==> src/design/ps2mt_pkg.sv <==
// Shared types and constants for the PS/2 mouse packet tracker.
// No dependencies; used by every module in the design folder.
package ps2mt_pkg;

   localparam int CoordW      = 13;   // cursor coordinate and screen size width
   localparam int SumW        = 15;   // signed working width for move and bound
   localparam int DefCursorW  = 8;
   localparam int DefCursorH  = 8;

   localparam logic [CoordW-1:0] ResetWidth  = 13'd1024;
   localparam logic [CoordW-1:0] ResetHeight = 13'd768;
   localparam logic [CoordW-1:0] ResetPosX   = 13'd40;
   localparam logic [CoordW-1:0] ResetPosY   = 13'd12;

   // status byte bit positions
   localparam int BitSync = 3;
   localparam int BitXSgn = 4;
   localparam int BitYSgn = 5;
   localparam int BitXOvf = 6;
   localparam int BitYOvf = 7;

   typedef enum logic [1:0] {
      PHASE_FIRST  = 2'd0,
      PHASE_SECOND = 2'd1,
      PHASE_THIRD  = 2'd2
   } phase_type;

   typedef enum logic [0:0] {
      CSR_SCREEN_WIDTH  = 1'b0,
      CSR_SCREEN_HEIGHT = 1'b1
   } csr_index_type;

   typedef struct packed {
      logic              ignored;
      logic              discarded;
      logic              applied;
      logic [2:0]        buttons;   // middle, right, left
      logic [CoordW-1:0] cursor_y;
      logic [CoordW-1:0] cursor_x;
   } result_type;

endpackage

==> src/design/ps2mt_axis_clamp.sv <==
// Clamp of one moved coordinate to [0, screen - cursor].
// Depends on ps2mt_pkg for widths.
module ps2mt_axis_clamp #(
   parameter int CURSOR = ps2mt_pkg::DefCursorW
) (
   input  logic signed [ps2mt_pkg::SumW-1:0]   moved,
   input  logic        [ps2mt_pkg::CoordW-1:0] screen,
   output logic        [ps2mt_pkg::CoordW-1:0] clamped
);
   import ps2mt_pkg::*;

   localparam logic signed [SumW-1:0] CursorS = SumW'(CURSOR);

   logic signed [SumW-1:0] bound;
   logic signed [SumW-1:0] floor_v;
   logic signed [SumW-1:0] result;

   always_comb begin
      bound = $signed({{(SumW-CoordW){1'b0}}, screen}) - CursorS;
      if (bound < 0) begin
         bound = '0;
      end
      floor_v = (moved < 0) ? '0 : moved;
      result  = (floor_v >= bound) ? bound : floor_v;
      clamped = result[CoordW-1:0];
   end

endmodule

==> src/design/ps2mt_decoder.sv <==
// Packet assembly state, position update and button refresh.
// Depends on ps2mt_pkg and ps2mt_axis_clamp.
module ps2mt_decoder #(
   parameter int CURSOR_W = ps2mt_pkg::DefCursorW,
   parameter int CURSOR_H = ps2mt_pkg::DefCursorH
) (
   input  logic                           clock,
   input  logic                           reset,
   input  logic                           advance,
   input  logic [7:0]                     rx_byte,
   input  logic [ps2mt_pkg::CoordW-1:0]   screen_width,
   input  logic [ps2mt_pkg::CoordW-1:0]   screen_height,
   output ps2mt_pkg::result_type          result
);
   import ps2mt_pkg::*;

   phase_type         phase_ff, phase_in;
   logic [7:0]        first_ff, first_in;
   logic [7:0]        second_ff, second_in;
   logic [CoordW-1:0] pos_x_ff, pos_x_in;
   logic [CoordW-1:0] pos_y_ff, pos_y_in;
   logic [2:0]        buttons_ff, buttons_in;
   logic              applied, discarded, ignored;

   logic signed [SumW-1:0] dx, dy, moved_x, moved_y;
   logic [CoordW-1:0]      clamp_x, clamp_y;

   always_comb begin
      dx = $signed({{(SumW-8){1'b0}}, second_ff}) -
           (first_ff[BitXSgn] ? SumW'(256) : SumW'(0));
      dy = $signed({{(SumW-8){1'b0}}, rx_byte}) -
           (first_ff[BitYSgn] ? SumW'(256) : SumW'(0));
      moved_x = $signed({{(SumW-CoordW){1'b0}}, pos_x_ff}) + dx;
      moved_y = $signed({{(SumW-CoordW){1'b0}}, pos_y_ff}) - dy;
   end

   ps2mt_axis_clamp #(.CURSOR(CURSOR_W)) u_clamp_x (
      .moved   (moved_x),
      .screen  (screen_width),
      .clamped (clamp_x)
   );

   ps2mt_axis_clamp #(.CURSOR(CURSOR_H)) u_clamp_y (
      .moved   (moved_y),
      .screen  (screen_height),
      .clamped (clamp_y)
   );

   always_comb begin
      phase_in   = phase_ff;
      first_in   = first_ff;
      second_in  = second_ff;
      pos_x_in   = pos_x_ff;
      pos_y_in   = pos_y_ff;
      buttons_in = buttons_ff;
      applied    = 1'b0;
      discarded  = 1'b0;
      ignored    = 1'b0;
      unique case (phase_ff)
         PHASE_SECOND: begin
            second_in  = rx_byte;
            phase_in   = PHASE_THIRD;
            buttons_in = first_ff[2:0];
         end
         PHASE_THIRD: begin
            phase_in = PHASE_FIRST;
            if (first_ff[BitXOvf] || first_ff[BitYOvf]) begin
               discarded = 1'b1;
            end else begin
               pos_x_in   = clamp_x;
               pos_y_in   = clamp_y;
               buttons_in = first_ff[2:0];
               applied    = 1'b1;
            end
         end
         default: begin
            // the unused phase code behaves as the first byte
            if (!rx_byte[BitSync]) begin
               ignored = 1'b1;
            end else begin
               first_in   = rx_byte;
               phase_in   = PHASE_SECOND;
               buttons_in = rx_byte[2:0];
            end
         end
      endcase

      result.cursor_x  = pos_x_in;
      result.cursor_y  = pos_y_in;
      result.buttons   = buttons_in;
      result.applied   = applied;
      result.discarded = discarded;
      result.ignored   = ignored;
   end

   always_ff @(posedge clock) begin
      if (reset) begin
         phase_ff   <= PHASE_FIRST;
         first_ff   <= '0;
         second_ff  <= '0;
         pos_x_ff   <= ResetPosX;
         pos_y_ff   <= ResetPosY;
         buttons_ff <= '0;
      end else if (advance) begin
         phase_ff   <= phase_in;
         first_ff   <= first_in;
         second_ff  <= second_in;
         pos_x_ff   <= pos_x_in;
         pos_y_ff   <= pos_y_in;
         buttons_ff <= buttons_in;
      end
   end

   a_third_closes: assert property (@(posedge clock) disable iff (reset)
      advance && phase_ff == PHASE_THIRD |=> phase_ff == PHASE_FIRST)
      else $error("packet not closed after third byte");

   a_ignore_holds: assert property (@(posedge clock) disable iff (reset)
      advance && ignored |=> phase_ff == PHASE_FIRST && $stable(buttons_ff))
      else $error("ignored byte changed packet state");

   a_flags_exclusive: assert property (@(posedge clock) disable iff (reset)
      advance |-> $onehot0({applied, discarded, ignored}))
      else $error("more than one status flag set");

   a_discard_keeps_pos: assert property (@(posedge clock) disable iff (reset)
      advance && discarded |=> $stable(pos_x_ff) && $stable(pos_y_ff))
      else $error("discarded packet moved the cursor");

endmodule

==> src/design/ps2_mouse_packet_tracker.sv <==
// Top level of the PS/2 mouse packet tracker: input register, decoder, result register.
// Depends on ps2mt_pkg and ps2mt_decoder.
//
//   channel   direction   payload
//   req_      in          tdata[7:0] rx_byte
//   rsp_      out         tdata: cursor_x, cursor_y, buttons; tuser: status flags
//   csr_      in          write only: 0 screen_width, 1 screen_height
//
// One byte a cycle sustained while rsp_tready stays high; the decoder's single pass loads the
// result register from the input register on advance, and the result shows on rsp_ from there.
// Reset (synchronous) empties both registers and restores position 40,12 and screen 1024x768.
// A stalled result holds its register; the input register still takes one more byte.
module ps2_mouse_packet_tracker #(
   parameter int CURSOR_W = ps2mt_pkg::DefCursorW,
   parameter int CURSOR_H = ps2mt_pkg::DefCursorH
) (
   input  logic        clock,
   input  logic        reset,
   input  logic        req_tvalid,
   output logic        req_tready,
   input  logic [7:0]  req_tdata,   // [7:0] rx_byte
   output logic        rsp_tvalid,
   input  logic        rsp_tready,
   output logic [31:0] rsp_tdata,   // [12:0] cursor_x, [25:13] cursor_y, [26] left_button,
                                    // [27] right_button, [28] middle_button, [31:29] zero
   output logic [2:0]  rsp_tuser,   // [0] packet_applied, [1] packet_discarded, [2] byte_ignored
   input  logic        csr_we,
   input  ps2mt_pkg::csr_index_type csr_index,
   input  logic [12:0] csr_wdata
);
   import ps2mt_pkg::*;

   logic              in_valid_ff;
   logic [7:0]        in_byte_ff;
   logic              out_valid_ff;
   result_type        out_ff;
   result_type        result;
   logic              advance;
   logic [CoordW-1:0] width_ff, height_ff;

   // move the held byte on whenever the result register is free or draining
   assign advance    = in_valid_ff && (!out_valid_ff || rsp_tready);
   assign req_tready = !in_valid_ff || advance;

   always_ff @(posedge clock) begin
      if (reset) begin
         width_ff  <= ResetWidth;
         height_ff <= ResetHeight;
      end else if (csr_we) begin
         unique case (csr_index)
            CSR_SCREEN_WIDTH:  width_ff  <= csr_wdata;
            CSR_SCREEN_HEIGHT: height_ff <= csr_wdata;
            default: ;
         endcase
      end
   end

   always_ff @(posedge clock) begin
      if (reset) begin
         in_valid_ff <= 1'b0;
      end else if (req_tready) begin
         in_valid_ff <= req_tvalid;
      end
   end

   always_ff @(posedge clock) begin
      if (req_tready && req_tvalid) begin
         in_byte_ff <= req_tdata;
      end
   end

   ps2mt_decoder #(
      .CURSOR_W (CURSOR_W),
      .CURSOR_H (CURSOR_H)
   ) u_decoder (
      .clock         (clock),
      .reset         (reset),
      .advance       (advance),
      .rx_byte       (in_byte_ff),
      .screen_width  (width_ff),
      .screen_height (height_ff),
      .result        (result)
   );

   always_ff @(posedge clock) begin
      if (reset) begin
         out_valid_ff <= 1'b0;
      end else if (advance) begin
         out_valid_ff <= 1'b1;
      end else if (rsp_tready) begin
         out_valid_ff <= 1'b0;
      end
   end

   always_ff @(posedge clock) begin
      if (advance) begin
         out_ff <= result;
      end
   end

   assign rsp_tvalid = out_valid_ff;
   assign rsp_tdata  = {3'b000, out_ff.buttons, out_ff.cursor_y, out_ff.cursor_x};
   assign rsp_tuser  = {out_ff.ignored, out_ff.discarded, out_ff.applied};

   a_full_blocks: assert property (@(posedge clock) disable iff (reset)
      in_valid_ff && out_valid_ff && !rsp_tready |-> !req_tready)
      else $error("byte accepted with both registers full");

   a_empty_takes: assert property (@(posedge clock) disable iff (reset)
      !in_valid_ff |-> req_tready)
      else $error("empty input register refused a byte");

   a_advance_fills: assert property (@(posedge clock) disable iff (reset)
      advance |=> out_valid_ff)
      else $error("result lost on advance");

endmodule
==> config.mk <==
export PLATFORM = sky130hd
export DESIGN_NAME = ps2_mouse_packet_tracker
export DESIGN_NICKNAME = d
export VERILOG_FILES = /design/src/design/ps2mt_pkg.sv /design/src/design/ps2mt_axis_clamp.sv /design/src/design/ps2mt_decoder.sv /design/src/design/ps2_mouse_packet_tracker.sv
export SDC_FILE = /design/constraint.sdc
export NUM_CORES = 1
export LEC_CHECK = 0
export BUFFER_PORTS_ARGS = -buffer_cell sky130_fd_sc_hd__buf_2
export CAP_MARGIN = 10
export CORE_MARGIN = 2
export CORE_UTILIZATION = 61
export CTS_CLUSTER_DIAMETER = 60
export DETAILED_ROUTE_END_ITERATION = 7
export GPL_ROUTABILITY_DRIVEN = 0
export PLACE_DENSITY = 0.88
export SYNTH_ARGS = -nofsm -noshare
export SYNTH_HDL_FRONTEND = slang
export SYNTH_SLANG_ARGS = --single-unit
==> constraint.sdc <==
create_clock -name clock -period 6.45 [get_ports clock]
set_clock_uncertainty 0.05 [all_clocks]
set_input_delay 0.645 -clock clock [delete_from_list [all_inputs] [get_ports clock]]
set_output_delay 0.645 -clock clock [all_outputs]
set_load 0.02 [all_outputs]
==> results.tsv <==
stage	metric	value	unit
power	Power Density	252	mW/mm^2
global_routing	vias in the first global route	6041	
power	P_int	1.52	mW
synthesis	post-synthesis adder-cell area fraction	0.121	
clocking	Root Buffer	clkbuf_16	
worst_setup_path	Worst EP arrival	5.75	ns
timing	minimum clock period	5.55	ns
synthesis	Post-Synthesis Cells	880	
synthesis	largest family of logic cells by synthesized area	simple AND/OR/NAND/NOR gates	
synthesis	syn avg cell area	8.40	um^2
clocking	htree depth	4	
clocking	clock-pin slew on the worst setup and hold paths	0.06	ns
routing	via count	6429	
global_routing	gr usage total	0.291	
synthesis	sequential-to-total area share from yosys stat	0.363	
clocking	cts hold-fix bufs	0	
power	Clk network pwr share	0.452	
layout	final instance area	0.00836	mm^2
global_routing	initial antenna violation count	0	
power	leakage	3.62	nW
layout	Final #Nets	1029	
timing	Final Hold Viols	0	
worst_hold_path	Min-Delay Path Class	in -> reg	
power	VDD IR max	0.166	mV
synthesis	asr flop ratio synth	0	
clocking	postcts setup bufs	0	
synthesis	Area contributors post-synth	dfxtp_1, edfxtp_1, ha_1	
synthesis	Synth top area share	0.200	
synthesis	post-synth top area cell	dfxtp_1	
die	starting density of the core	0.620	
routing	initial drt markers	473	
worst_setup_path	Slowest Stage Delay on Critical Path	0.48	ns
worst_setup_path	Top cell by count, worst path	ha_1	
worst_setup_path	critical path class	reg -> reg	
power	Pwr Total	2.11	mW
layout	layout cells sized above 1	0.130	
clocking	clock sink count	114	
synthesis	compound-cell area share of the yosys netlist	0.171	
power	switching part of the total power	0.277	
timing	Max Slew Vio Count	0	
run	max cap viols	0	
layout	antenna cells	0	
synthesis	most frequent cells after synthesis	nand2_1, nor2_1, inv_1, dfxtp_1, ha_1	
global_routing	GR Overflow Total	0	
routing	Routed WL	18.0	mm
synthesis	most common cell in the netlist	nand2_1	
place	Post-DP HPWL	13.3	mm
die	I/O pin cnt	64	
place	placed cell area	0.00776	mm^2
synthesis	Yosys reg bits	114	
timing	setup TNS	0	ns
routing	DRC violations left	0	
synthesis	Distinct cells, synth	72	
die	Die Wd	114	um
layout	Util after Layout	0.702	
clocking	clock latency on the worst-skew pair	0.42	ns
global_routing	M2 GR Usage	0.446	
routing	Routed WL per cell	16.5	um
global_routing	pin count of the biggest net entering global routing	77	
timing	fin crit share	0.860	
power	combinational share of power	0.174	
global_routing	Most Crowded Layer GR	met2	
power	switching power	0.584	mW
routing	Final ANT Viol Nets	0	
die	Cell Rows	40	
worst_setup_path	crit-path leading delay family	compound AO/OA/AOI/OAI gates	
synthesis	post-synthesis xor/xnor area fraction	0.0308	
worst_setup_path	critical path capture point type	flop	
timing	Final setup viols	0	
worst_setup_path	Worst EP required	6.65	ns
clocking	Max clock buf depth	2	
die	Die Area	0.0130	mm^2
worst_setup_path	CP Max Fanout	18	
global_routing	met3 Use GR	0.0635	
timing	RSZ-0062 raised after global routing	no	
place	# port buffers	60	
die	core region area	0.0119	mm^2
routing	Via density	5.89	
global_routing	met1 Resource Use GR	0.402	
global_routing	first-pass GRT wire length	29.7	mm
timing	Slew HR	0.331	
worst_setup_path	CP max-delay cell	edfxtp_1	
timing	Hold WS	0.344	ns
worst_setup_path	Bufs and invs on worst path	3	
worst_setup_path	Critical Path, Cell by Cell	inv_1, ha_1, ha_1, a21o_1, a21oi_1, a21oi_1, o41a_1, nor2_1, nor2_1, ha_1, and2_1, nand3_1, nor3_1, inv_1, a2111oi_0, a311oi_1, o211ai_2, buf_4, mux2_2, o21ai_0	
worst_setup_path	CP Launch Type	flop	
layout	area delta synth->final	13.2	%
worst_setup_path	worst flop-to-flop path startpoint	in_byte_ff[3]	
synthesis	Post-synth EDFFs	40	
synthesis	YS warnings	0	
clocking	Num CTS Buffers	17	
synthesis	Top FF cell, synth	dfxtp_1	
routing	Pre-antenna DRT Iters	5	
worst_setup_path	Worst Setup SP	in_byte_ff[3]	
die	Chip Height	114	um
synthesis	synthesized area	0.00739	mm^2
clocking	post-CTS sizing	0	
synthesis	Synth Area in Simple Gates	0.195	
synthesis	mux share of post-synthesis cell area	0.0501	
timing	worst-margin pin slew	0.994	ns
power	register share of total power	0.374	
worst_hold_path	HP Start	req_tdata[0]	
clocking	CTS tree	yes	
outcome	status	complete, no violations	
timing	fmax	180	MHz
-- final timing paths --
| kind | to | slack, ns | cells after the start |
|---|---|---|---|
| max | rsp_tdata[14] | 0.90 | 20 |
| min | in_byte_ff[0] | 0.34 | 1 |
| max reg2reg | rsp_tdata[14] | 0.90 | 20 |
| min reg2reg | u_decoder.second_ff[5] | 0.41 | 2 |
-- power groups by stage --
| stage | logic, mW | registers [mW] | clock network, mW |
|---|---|---|---|
| finish | 0.367 | 0.788 | 0.952 |
| global route | 0.403 | 0.791 | 0.988 |
| CTS | 0.359 | 0.788 | 0.961 |
| detailed placement | 0.356 | 0.803 | 0 |
| global placement | 0.348 | 0.802 | 0 |
| floorplan | 0.276 | 0.807 | 0 |
-- cell families (layout without fill, tap and decap cells) --
logic type,Yosys count,after routing
muxes,35,35
DFF,114,114
adders and majority gates,71,71
other,1,3
xor gates and xnor gates,26,26
buffers and inverters,122,184
AOI/OAI and AO/OA,192,192
and+or+nand+nor,319,319
-- per-stage QoR --
stage,cells,setup slack (ns)
finish,1091,0.904
global placement,1059,1.24
floorplan,882,1.74
CTS,1091,1.01
detailed placement,1059,1.02
global route,1091,0.433
-- flip-flops by register name, indices dropped and copies added (netlist names) --
register	cells
u_decoder.pos_y_ff	13
in_byte_ff	8
u_decoder.first_ff	7
width_ff	13
in_valid_ff	1
rsp_tuser	3
u_decoder.second_ff	8
u_decoder.buttons_ff	3
u_decoder.pos_x_ff	13
u_decoder.phase_ff	2
rsp_tvalid	1
rsp_tdata	29
height_ff	13
-- cell type report --
| cell class | instances | area, um^2 |
|---|---|---|
| tap | 147 | 184 |
| clock buffer | 21 | 482 |
| timing repair buffer | 67 | 353 |
| sequential | 114 | 2680 |
| multi-input combinational | 646 | 4220 |
| clock inverter | 11 | 124 |
| fill | 921 | 3550 |
| inverter | 85 | 319 |
-- worst register-to-register path, stage by stage (launching register included) --
cell	delay, ns
edfxtp_1	0.48
inv_1	0.11
ha_1	0.21
ha_1	0.35
a21o_1	0.21
a21oi_1	0.24
a21oi_1	0.19
o41a_1	0.45
nor2_1	0.38
nor2_1	0.13
ha_1	0.32
and2_1	0.14
nand3_1	0.08
nor3_1	0.20
inv_1	0.07
a2111oi_0	0.42
a311oi_1	0.12
o211ai_2	0.35
buf_4	0.31
mux2_2	0.39
o21ai_0	0.19
-- cell usage in the layout (no fill, tap or decap), types with 16 or more instances in the layout --
master / count
inv_1: 85
ha_1: 70
edfxtp_1: 40
dfxtp_1: 74
o21ai_0: 39
nand2_1: 129
nor2_1: 90
nor3_1: 22
mux2i_1: 25
a21oi_1: 67
nand3_1: 16
buf_2: 60
a211oi_1: 17
clkbuf_16: 18
-- layer usage --
layer  part of all wire  vias to the layer above
li1                   -                     3170
met1               0.44                     2931
met2               0.44                      298
met3              0.092                       30
met4              0.021                        0
met5                  0                        -
(Power assumes the default switching activity.)
